--- config.mk ---
export PLATFORM = sky130hd
export DESIGN_NAME = window_frame_pixel_generator_top
export DESIGN_NICKNAME = d
export VERILOG_FILES = /design/src/rtl/wfpg_pkg.sv /design/src/rtl/window_frame_pixel_generator_top.sv
export SDC_FILE = /design/constraint.sdc
export NUM_CORES = 1
export LEC_CHECK = 0
export BUFFER_PORTS_ARGS = -buffer_cell sky130_fd_sc_hd__buf_2
export CAP_MARGIN = 20
export CELL_PAD_IN_SITES_DETAIL_PLACEMENT = 2
export CELL_PAD_IN_SITES_GLOBAL_PLACEMENT = 2
export CORE_ASPECT_RATIO = 0.7
export CORE_MARGIN = 3
export CORE_UTILIZATION = 37
export CTS_CLUSTER_DIAMETER = 50
export DETAILED_ROUTE_END_ITERATION = 10
export PLACE_DENSITY_LB_ADDON = 0.1
export RECOVER_POWER = 25
export SKIP_CTS_REPAIR_TIMING = 1
export SLEW_MARGIN = 5
export SYNTH_ARGS = -nofsm -noshare
export SYNTH_HDL_FRONTEND = slang
export SYNTH_SLANG_ARGS = --single-unit
--- constraint.sdc ---
create_clock -name i_clk -period 7.6 [get_ports i_clk]
set_input_delay 0.76 -clock i_clk [delete_from_list [all_inputs] [get_ports i_clk]]
set_output_delay 0.76 -clock i_clk [all_outputs]
set_load 0.05 [all_outputs]
--- src/rtl/wfpg_pkg.sv ---
// ----------------------------------------------------------------------------
// Window frame pixel generator package
// Geometry constants, colour constants, register indices and shading tables.
// ----------------------------------------------------------------------------
`timescale 1ns / 1ps

package wfpg_pkg;

    localparam int MAX_DIM       = 4096;
    localparam int CORNER_RADIUS = 6;

    localparam int DIM_W   = 13;
    localparam int COORD_W = 12;
    localparam int COLOR_W = 32;

    localparam int MIN_SIZE   = 30;
    localparam int TITLE_ROWS = 18;
    localparam int BTN_TOP    = 3;
    localparam int BTN_SIZE   = 10;
    localparam int CLOSE_OFF  = 14;
    localparam int MAXI_OFF   = 28;

    localparam logic [COLOR_W-1:0] FRAME_RGB = 32'h0022_2222;
    localparam logic [COLOR_W-1:0] CLEAR_RGB = 32'hFFFF_FFFF;

    typedef logic [1:0] t_cfg_idx;

    localparam t_cfg_idx CFG_WIDTH     = 2'd0;
    localparam t_cfg_idx CFG_HEIGHT    = 2'd1;
    localparam t_cfg_idx CFG_BASE      = 2'd2;
    localparam t_cfg_idx CFG_MAXIMISED = 2'd3;

    // floor(255 * (10 - r) / 10) for button row r.
    function automatic logic [7:0] shade_full(input logic [3:0] r);
        logic [7:0] v;
        case (r)
            4'd0: v = 8'hFF;
            4'd1: v = 8'hE5;
            4'd2: v = 8'hCC;
            4'd3: v = 8'hB2;
            4'd4: v = 8'h99;
            4'd5: v = 8'h7F;
            4'd6: v = 8'h66;
            4'd7: v = 8'h4C;
            4'd8: v = 8'h33;
            4'd9: v = 8'h19;
            default: v = 8'h00;
        endcase
        return v;
    endfunction

    // floor(0x44 * (10 - r) / 10) for button row r.
    function automatic logic [7:0] shade_part(input logic [3:0] r);
        logic [7:0] v;
        case (r)
            4'd0: v = 8'h44;
            4'd1: v = 8'h3D;
            4'd2: v = 8'h36;
            4'd3: v = 8'h2F;
            4'd4: v = 8'h28;
            4'd5: v = 8'h22;
            4'd6: v = 8'h1B;
            4'd7: v = 8'h14;
            4'd8: v = 8'h0D;
            4'd9: v = 8'h06;
            default: v = 8'h00;
        endcase
        return v;
    endfunction

    // floor(3c/4) for one colour channel.
    function automatic logic [7:0] darken(input logic [7:0] c);
        logic [9:0] t;
        t = {2'b00, c} + {1'b0, c, 1'b0};
        return t[9:2];
    endfunction

    // True when the offset from the arc centre lies beyond the corner radius.
    function automatic logic corner_out(input logic [3:0] dx, input logic [3:0] dy);
        logic [7:0] s;
        s = 8'(dx) * 8'(dx) + 8'(dy) * 8'(dy);
        return s > 8'(CORNER_RADIUS * CORNER_RADIUS);
    endfunction

endpackage

--- src/rtl/window_frame_pixel_generator_top.sv ---
// ----------------------------------------------------------------------------
// Window frame pixel generator
// Decides per pixel whether the window decoration writes it, and the colour.
// ----------------------------------------------------------------------------
`timescale 1ns / 1ps

// One pixel coordinate is taken per clock unless the output stalls; the
// coordinate is registered, the decoration logic is combinational on it, and
// the result register holds it for the output stream. The input stays ready
// while the result register is empty or being drained, so a stalled output
// holds one result and one coordinate before the input stalls. The user must
// write window size, base colour and maximised flag through the configuration
// port while no pixel is in flight; the block itself does not enforce this.
module window_frame_pixel_generator_top (
    input  logic        i_clk,
    input  logic        i_rst_n,
    input  logic        i_cfg_we,
    input  logic [1:0]  i_cfg_index,
    input  logic [31:0] i_cfg_data,
    input  logic        s_axis_tvalid,
    output logic        s_axis_tready,
    input  logic [23:0] s_axis_tdata,   // [11:0] pixel_x, [23:12] pixel_y
    output logic        m_axis_tvalid,
    input  logic        m_axis_tready,
    output logic [31:0] m_axis_tdata,   // [31:0] pixel_color
    output logic        m_axis_tuser    // [0] write_enable
);

    localparam int DW = wfpg_pkg::DIM_W;

    logic [DW-1:0]                  r_width;
    logic [DW-1:0]                  r_height;
    logic [wfpg_pkg::COLOR_W-1:0]   r_base;
    logic                           r_max;

    logic                           r_in_valid;
    logic [wfpg_pkg::COORD_W-1:0]   r_x;
    logic [wfpg_pkg::COORD_W-1:0]   r_y;
    logic                           r_out_valid;
    logic                           r_we;
    logic [wfpg_pkg::COLOR_W-1:0]   r_color;

    logic                           out_load;
    logic                           in_load;
    logic                           n_we;
    logic [wfpg_pkg::COLOR_W-1:0]   n_color;

    logic [DW-1:0] w, h, xe, ye, rad;
    logic          size_ok, in_win, title, left, right, top;
    logic [3:0]    dx_l, dx_r, dy_t, btn_r;
    logic          mask_in, btn_row, close_col, maxi_col, frame_h, frame_v;
    logic [wfpg_pkg::COLOR_W-1:0] bar_color;

    // Configuration registers.
    always_ff @(posedge i_clk) begin
        if (!i_rst_n) begin
            r_width  <= '0;
            r_height <= '0;
            r_base   <= '0;
            r_max    <= 1'b0;
        end else if (i_cfg_we) begin
            case (i_cfg_index)
                wfpg_pkg::CFG_WIDTH:     r_width  <= i_cfg_data[DW-1:0];
                wfpg_pkg::CFG_HEIGHT:    r_height <= i_cfg_data[DW-1:0];
                wfpg_pkg::CFG_BASE:      r_base   <= i_cfg_data;
                wfpg_pkg::CFG_MAXIMISED: r_max    <= i_cfg_data[0];
                default: ;
            endcase
        end
    end

    // Two-stage handshake: each stage loads when empty or the next can take.
    assign out_load      = !r_out_valid || m_axis_tready;
    assign s_axis_tready = !r_in_valid || out_load;
    assign in_load       = s_axis_tvalid && s_axis_tready;

    always_ff @(posedge i_clk) begin
        if (!i_rst_n) begin
            r_in_valid  <= 1'b0;
            r_out_valid <= 1'b0;
        end else begin
            if (s_axis_tready) begin
                r_in_valid <= s_axis_tvalid;
            end
            if (out_load) begin
                r_out_valid <= r_in_valid;
            end
        end
    end

    always_ff @(posedge i_clk) begin
        if (in_load) begin
            r_x <= s_axis_tdata[11:0];
            r_y <= s_axis_tdata[23:12];
        end
        if (out_load && r_in_valid) begin
            r_we    <= n_we;
            r_color <= n_color;
        end
    end

    // Decoration logic on the registered coordinate.
    always_comb begin
        w   = (r_width  > DW'(wfpg_pkg::MAX_DIM)) ? DW'(wfpg_pkg::MAX_DIM) : r_width;
        h   = (r_height > DW'(wfpg_pkg::MAX_DIM)) ? DW'(wfpg_pkg::MAX_DIM) : r_height;
        xe  = {1'b0, r_x};
        ye  = {1'b0, r_y};
        rad = DW'(wfpg_pkg::CORNER_RADIUS);

        size_ok = (w >= DW'(wfpg_pkg::MIN_SIZE)) && (h >= DW'(wfpg_pkg::MIN_SIZE));
        in_win  = (xe < w) && (ye < h);
        title   = ye < DW'(wfpg_pkg::TITLE_ROWS);

        // The bottom corners lie below the title bar for every legal window
        // size, so only the top corners bear on the mask.
        left  = xe < rad;
        right = xe >= w - rad;
        top   = ye < rad;
        dx_l  = 4'(rad - xe);
        dx_r  = 4'(xe - (w - rad - DW'(1)));
        dy_t  = 4'(rad - ye);
        mask_in = r_max ||
                  !((left  && top && wfpg_pkg::corner_out(dx_l, dy_t)) ||
                    (right && top && wfpg_pkg::corner_out(dx_r, dy_t)));

        btn_row   = (ye >= DW'(wfpg_pkg::BTN_TOP)) &&
                    (ye <  DW'(wfpg_pkg::BTN_TOP + wfpg_pkg::BTN_SIZE));
        btn_r     = 4'(ye - DW'(wfpg_pkg::BTN_TOP));
        close_col = (xe >= w - DW'(wfpg_pkg::CLOSE_OFF)) &&
                    (xe <  w - DW'(wfpg_pkg::CLOSE_OFF - wfpg_pkg::BTN_SIZE));
        maxi_col  = (xe >= w - DW'(wfpg_pkg::MAXI_OFF)) &&
                    (xe <  w - DW'(wfpg_pkg::MAXI_OFF - wfpg_pkg::BTN_SIZE));

        if (!mask_in) begin
            bar_color = wfpg_pkg::CLEAR_RGB;
        end else if (ye == '0) begin
            bar_color = {8'h00, wfpg_pkg::darken(r_base[23:16]),
                         wfpg_pkg::darken(r_base[15:8]), wfpg_pkg::darken(r_base[7:0])};
        end else begin
            bar_color = r_base;
        end
        if (mask_in && btn_row) begin
            if (close_col) begin
                bar_color = {8'h00, wfpg_pkg::shade_full(btn_r),
                             wfpg_pkg::shade_part(btn_r), wfpg_pkg::shade_part(btn_r)};
            end else if (maxi_col) begin
                bar_color = {8'h00, wfpg_pkg::shade_part(btn_r),
                             wfpg_pkg::shade_full(btn_r), wfpg_pkg::shade_part(btn_r)};
            end
        end

        frame_h = ((ye == '0) || (ye == h - DW'(1))) && (xe >= rad) && (xe < w - rad);
        frame_v = ((xe == '0) || (xe == w - DW'(1))) && (ye >= rad) && (ye < h - rad);

        n_we = size_ok && in_win && (title || frame_h || frame_v);
        if (!n_we) begin
            n_color = '0;
        end else if (frame_h || frame_v) begin
            n_color = wfpg_pkg::FRAME_RGB;
        end else begin
            n_color = bar_color;
        end
    end

    assign m_axis_tvalid = r_out_valid;
    assign m_axis_tdata  = r_color;
    assign m_axis_tuser  = r_we;

endmodule

* Yosys cells after proc, flatten, opt, wreduce, memory -nomap -nowiden
Memory sizes are Yosys's and may differ from the RTL's. Cells that the tools add are included.
Operators by class: $mul 3, add/subtract/negate cells 18, reductions and logical operators 38, eq/ne operators 5, order comparisons 22, bitwise operators 1, mux-type cells 8
Operators by type and width (number):
- 32-bit two-way mux | 5
- 12-bit by 13-bit less-than comparator with 1-bit output | 6
- 12-bit by 13-bit >= comparator with 1-bit output | 3
- 13-bit by 3-bit subtractor with 13-bit output, second input constant | 3
- 8-bit by 9-bit adder with 10-bit output | 3
- 12-bit by 13-bit == test with 1-bit output | 2
- 13-bit by 5-bit >= comparator with 1-bit output, second input constant | 2
- 13-bit greater-than comparator, second input constant | 2
- 13-bit two-way mux | 2
- 13-bit by 1-bit subtractor with 13-bit output, second input constant | 2
- 13-bit by 5-bit subtractor with 13-bit output, second input constant | 2
- 12-bit by 3-bit >= comparator with 1-bit output, second input constant | 2
- 12-bit zero test | 2
- 12-bit by 3-bit less-than comparator with 1-bit output, second input constant | 2
- 4-bit by 4-bit multiplier with 8-bit output | 3
- 22-bit two-way mux | 1
- 1-bit logical AND | 18
- 8-bit adder | 2
- 8-bit by 6-bit greater-than comparator with 1-bit output, second input constant | 2
- 13-bit by 4-bit subtractor with 13-bit output, second input constant | 1
- 12-bit by 2-bit >= comparator with 1-bit output, second input constant | 1
- 12-bit by 4-bit less-than comparator with 1-bit output, second input constant | 1
- 12-bit by 5-bit less-than comparator with 1-bit output, second input constant | 1
- 1-bit logical OR | 9
- other kinds (11) | 18
Storage, ports and cells: output and inout bits 35, register bits after elaboration 118, word-level logic and storage cells 112, bits in read-only memories 704, input bits 63, memories 6
Memory list:
- (no name shown) | depth 16, width 8, rd ports 1, clocked after memory_dff 0, write ports 0, RTL line wfpg_pkg.sv:36 | case (r)
- (no name shown) | depth 16, width 8, rd ports 1, clocked after memory_dff 0, write ports 0, RTL line wfpg_pkg.sv:36
- (no name shown) | depth 16, width 7, rd ports 1, clocked after memory_dff 0, write ports 0, RTL line wfpg_pkg.sv:55 | case (r)
- (no name shown) | depth 16, width 7, rd ports 1, clocked after memory_dff 0, write ports 0, RTL line wfpg_pkg.sv:55
- (no name shown) | depth 16, width 7, rd ports 1, clocked after memory_dff 0, write ports 0, RTL line wfpg_pkg.sv:55
- (no name shown) | depth 16, width 7, rd ports 1, clocked after memory_dff 0, write ports 0, RTL line wfpg_pkg.sv:55

* Logic depth before layout (Yosys ltp)
depth in word-level cells 17, mapped depth 26, mapped depth without buffers 22

* Least setup slack after synthesis
No wires, ideal clock.
path type register to register, start point reg r_width[12], end point reg r_color, in the netlist m_axis_tdata[10], data pin, cell stages (with the launch flop) 26, setup time 274 ps, slack 1795 ps, clock period less this slack 5805 ps, arrival time 5531 ps, cell sequence dfxtp_1 > buf_2 > inv_1 > clkbuf_1 > nand2_1 > inv_1 > ha_1 > clkbuf_1 > xnor2_1 > inv_1 > ha_1 > xnor2_1 > xnor2_1 > nand2_1 > fa_1 > fa_1 > nand2b_1 > o2bb2ai_1 > xnor3_1 > xor2_1 > a211o_1 > a22o_1 > clkbuf_1 > nand2_1 > clkbuf_1 > a31oi_1
Between the ends: word-level cells in the longest chain between the ends 16, elaborated cells between the ends (all ways) 47, classes of those cells 9 x add/sub; 1 x mul; 10 x order compare; 1 x eq/ne; 5 x mux; 1 x bitwise; 20 x reduce/logical
RTL lines:
- from (decl) | RTL line window_frame_pixel_generator_top.sv:31 | logic [DW-1:0] r_width;
- from (signal assigned) | RTL line window_frame_pixel_generator_top.sv:63 | wfpg_pkg::CFG_WIDTH: r_width <= i_cfg_data[DW-1:0];
- 13-bit greater-than comparator | RTL line window_frame_pixel_generator_top.sv:104 | w = (r_width > DW'(wfpg_pkg::MAX_DIM)) ? DW'(wfpg_pkg::MAX_DIM) : r_width;
- 13-bit two-way mux (*) | RTL line window_frame_pixel_generator_top.sv:104
- 13-bit by 3-bit subtractor with 13-bit output | RTL line window_frame_pixel_generator_top.sv:117, window_frame_pixel_generator_top.sv:152
- 4-bit by 1-bit subtractor with 4-bit output | RTL line window_frame_pixel_generator_top.sv:120 | dx_r = 4'(xe - (w - rad - DW'(1)));
- 4-bit subtractor | RTL line window_frame_pixel_generator_top.sv:120
- 4-bit by 4-bit multiplier with 8-bit output | RTL line wfpg_pkg.sv:81 | s = 8'(dx) * 8'(dx) + 8'(dy) * 8'(dy);
- 8-bit adder | RTL line wfpg_pkg.sv:81
- 8-bit by 6-bit greater-than comparator with 1-bit output | RTL line wfpg_pkg.sv:82 | return s > 8'(CORNER_RADIUS * CORNER_RADIUS);
- 1-bit logical AND | RTL line window_frame_pixel_generator_top.sv:124 | (right && top && wfpg_pkg::corner_out(dx_r, dy_t)));
- 1-bit logical OR | RTL line window_frame_pixel_generator_top.sv:123 | !((left && top && wfpg_pkg::corner_out(dx_l, dy_t)) ||
- 1-bit zero test | RTL line window_frame_pixel_generator_top.sv:123
- 1-bit logical OR | RTL line window_frame_pixel_generator_top.sv:122 | mask_in = r_max ||
- 32-bit two-way mux | RTL line window_frame_pixel_generator_top.sv:134 | if (!mask_in) begin
- 32-bit two-way mux | RTL line window_frame_pixel_generator_top.sv:146 | end else if (maxi_col) begin
- 32-bit two-way mux | RTL line window_frame_pixel_generator_top.sv:143 | if (close_col) begin
- 32-bit two-way mux | RTL line window_frame_pixel_generator_top.sv:142 | if (mask_in && btn_row) begin
- to (signal assigned) | RTL line window_frame_pixel_generator_top.sv:98 | r_color <= n_color;
- to (decl) | RTL line window_frame_pixel_generator_top.sv:41 | logic [wfpg_pkg::COLOR_W-1:0] r_color;
Mark *: on every way between the ends. The rest lies on a longest branch, timed or not. A chain may end at the register's enable or synchronous reset.

* Final worst setup path
start point reg r_y[1] in the netlist's numbering, end point reg r_color, in the netlist m_axis_tdata[9], data pin
Between the ends: word-level cells in the longest chain between the ends 13, elaborated cells between the ends (all ways) 44, classes of those cells 4 x add/sub; 1 x mul; 9 x order compare; 1 x eq/ne; 6 x mux; 21 x reduce/logical; 2 x memory
RTL lines:
- from (decl) | RTL line window_frame_pixel_generator_top.sv:38 | logic [wfpg_pkg::COORD_W-1:0] r_y;
- from (signal assigned) | RTL line window_frame_pixel_generator_top.sv:94 | r_y <= s_axis_tdata[23:12];
- 3-bit by 4-bit subtractor with 4-bit output | RTL line window_frame_pixel_generator_top.sv:121 | dy_t = 4'(rad - ye);
- 4-bit by 4-bit multiplier with 8-bit output | RTL line wfpg_pkg.sv:81
- 8-bit adder | RTL line wfpg_pkg.sv:81
- 8-bit by 6-bit greater-than comparator with 1-bit output | RTL line wfpg_pkg.sv:82
- 1-bit logical AND (on tied branches) | RTL line window_frame_pixel_generator_top.sv:123, window_frame_pixel_generator_top.sv:124
- 1-bit logical OR | RTL line window_frame_pixel_generator_top.sv:123
- 1-bit zero test | RTL line window_frame_pixel_generator_top.sv:123
- 1-bit logical OR | RTL line window_frame_pixel_generator_top.sv:122
- 32-bit two-way mux | RTL line window_frame_pixel_generator_top.sv:134
- 32-bit two-way mux | RTL line window_frame_pixel_generator_top.sv:146
- 32-bit two-way mux | RTL line window_frame_pixel_generator_top.sv:143
- 32-bit two-way mux | RTL line window_frame_pixel_generator_top.sv:142
- 22-bit two-way mux | RTL line window_frame_pixel_generator_top.sv:158 | end else if (frame_h || frame_v) begin
Parallel ways exist; a longest one is shown, timed or not.

==> reports/metrics.cfg <==
[job]
drv_cap = 1

[synth]
ys_ff_latch = 118
synth_edf_count = 57
syn_area_um2 = 11900
syn_avg_cell_area_um2 = 8.16
ys.flop_type = dfxtp_1
synthArstFlopShare = 0
ys_types = 80
ys_seq_area_frac = 0.247
yosysWarnings = 0
syn_nets = 1684
synthCells = 1456

[clock_network]
h-tree-depth = 4
clkTransAtPathRegs_ns = 0.06
cts_root_buffer = clkbuf_16
cts_sinks = 118
cts_buffers = 17
clock_latency_ns = 0.44
cts_tree = built
clockBufferDepth = 2

[sta]
fin_skew_ns = 0.0117
min_period_ns = 6.32
drv_slew = 34
hold_violations = 0
relSlewSlack = -0.270
finalSetupViolations = 0
setup_tns_ns = 0
rsz0062_at_grt = false
worst_slew_pin_slew_ns = 1.90
layout_setup_ws_ns = 1.28
worst_hold_slack_ns = 0.479
timing.fmax_mhz = 158
period_share = 0.832

[worst_hold_path]
min_path_type = reg -> reg
worst_hold_path.num_cells = 2
hold_start = r_base[26]
hold_path_end = r_base[26]

[pwr]
p_leak_nw = 5.38
power_mw = 2.31
irDropWorstVdd_v = 0.000114
p_per_area_nw_per_um2 = 174

[cells_and_area]
drive_gt1_frac = 0.112
stdcell_area_um2 = 13200
area_growth_pct = 11.6
mostFrequentLayoutCell = nand2_1
fillers = 3604
fin_nets = 1732
most-common-layout-cells = 237 x nand2_1, 155 x ha_1, 95 x nor2_1

[grt]
grt_max_degree = 62
grt_usage = 0.267
antenna_found_initial = 0
grt_pass1_wl_um = 70600
grt.overflow.total = 0
grt_pass1_vias = 11800

[die]
pin_count = 98
die_h_um = 156
fp-row-count = 54
die_w_um = 220
start_util = 0.379
die_area_um2 = 34300
core_area_um2 = 31400

[placed_design]
place.gp.congestion = 0.879
io_buffer_count = 97
post_dp_cell_area_um2 = 12700
dpl.hpwl_um = 35400
place_ws_ns = 1.40

[detailed_routing]
drt_iter0_markers = 763
vias = 11400
firstDrtPassIters = 5
final_antenna_net_count = 0
drc = 0
wl_per_cell_um = 23.6
viasPerCell = 5.87
routed_wl_um = 45700

[worst_setup_path]
ff2ff_path_depth = 18
startpoint = r_y[1]
r2r_slack_ns = 1.28
r2r_start = r_y[1]
critPathKind = reg -> reg
critPathArrivalTime_ns = 6.49
endpoint_kind = register
crit_path_max_fanout = 17
start_kind = register
r2r-end = m_axis_tdata[9]
required_ns = 7.77

[run_status]
violations = capacitance limit, slew limit
status = finished with violations

==> per-layer routing <==
layer / GRT usage / up-vias / routed length [um] / share of wire
met4: 0.0625 / 0 / 747 / 0.016
met3: 0.0395 / 42 / 2150 / 0.047
met2: 0.410 / 240 / 20000 / 0.44
met5: 0 / - / 0 / 0
met1: 0.396 / 5755 / 22900 / 0.50
li1: - / 5344 / - / -
==> stage by stage <==
stage / util / instances
2_1_floorplan: - / 1456
3_3_place_gp: 0.404 / 1904
3_5_place_dp: 0.404 / 1905
4_1_cts: 0.423 / 1937
5_1_grt: 0.423 / 1937
6_report: 0.423 / 1938
==> power by group <==
part | switching (mW) | internal, mW | total, mW
Clock | 0.324 | 0.502 | 0.826
Combinational | 0.446 | 0.293 | 0.739
Sequential | 0.0506 | 0.694 | 0.745
Total | 0.821 | 1.49 | 2.31
==> worst max-delay path, cell delays in order, from the launching register on <==
cell,delay (ns)
edfxtp_1,0.59
ha_1,0.41
inv_1,0.12
ha_1,0.61
inv_1,0.23
ha_1,0.26
ha_1,0.21
xnor2_1,0.33
fa_1,0.54
fa_1,0.49
nand2b_1,0.16
o2bb2ai_1,0.14
xnor3_1,0.36
xor2_1,0.15
a211o_1,0.25
and3_1,0.17
a31oi_1,0.48
o311a_1,0.42
a31oi_1,0.12
==> worst max-delay path by stage <==
stage,to,slack [ns],cells after the start
after CTS,m_axis_tdata[0],1.34,19
final,m_axis_tdata[9],1.28,18
after global placement,m_axis_tdata[17],1.64,20
after global routing,m_axis_tdata[4],0.84,19
after detailed placement,m_axis_tdata[0],1.40,19
after floorplan,m_axis_tdata[10],1.80,25
==> flip-flops by register name, indices dropped and copies added, names as in the netlist <==
register,flops
m_axis_tuser,1
m_axis_tdata,32
r_width,13
r_height,13
r_y,12
r_in_valid,1
r_x,12
r_base,32
m_axis_tvalid,1
r_max,1
==> logic make-up after synthesis <==
family,count (synthesis),synth area share
AOI/OAI and AO/OA,409,0.235
buffers and inverters,141,0.0471
DFF,118,0.247
muxes,13,0.0112
adders and majority gates,165,0.180
and+or+nand+nor,518,0.208
xor gates and xnor gates,92,0.0713
==> layout make-up <==
type / count / area, um^2 / area share
clock inverter: 5 / 32.5 / 0.00246
timing repair buffer: 113 / 598 / 0.0451
multi-input combinational: 1197 / 8390 / 0.633
clock buffer: 27 / 557 / 0.0420
sequential: 118 / 2930 / 0.221
tap: 420 / 526 / 0.0397
antenna: 1 / 2.50 / 0.000189
inverter: 57 / 214 / 0.0161
==> synth_stat cells, drive strengths merged (8+ instances only) <==
cell type	instances	share of area
buf	21	0.0092
o21a	14	0.0089
a21boi	61	0.039
nor3	34	0.015
edfxtp	57	0.14
inv	57	0.018
dfxtp	61	0.10
and2	9	0.0047
clkbuf	63	0.020
o22ai	8	0.0042
nand2	237	0.075
nor2	96	0.030
nand3	22	0.0093
nand2b	23	0.012
xor2	25	0.018
a21oi	73	0.031
fa	10	0.017
nor4	11	0.012
nor2b	29	0.015
mux2i	11	0.0093
ha	155	0.16
a211oi	24	0.016
a31oi	33	0.017
xnor2	64	0.047
a21o	26	0.016
o211ai	24	0.015
nand4	13	0.0068
a22oi	16	0.010
o21ai	65	0.027
No activity file was read; power rests on OpenSTA's default activity.
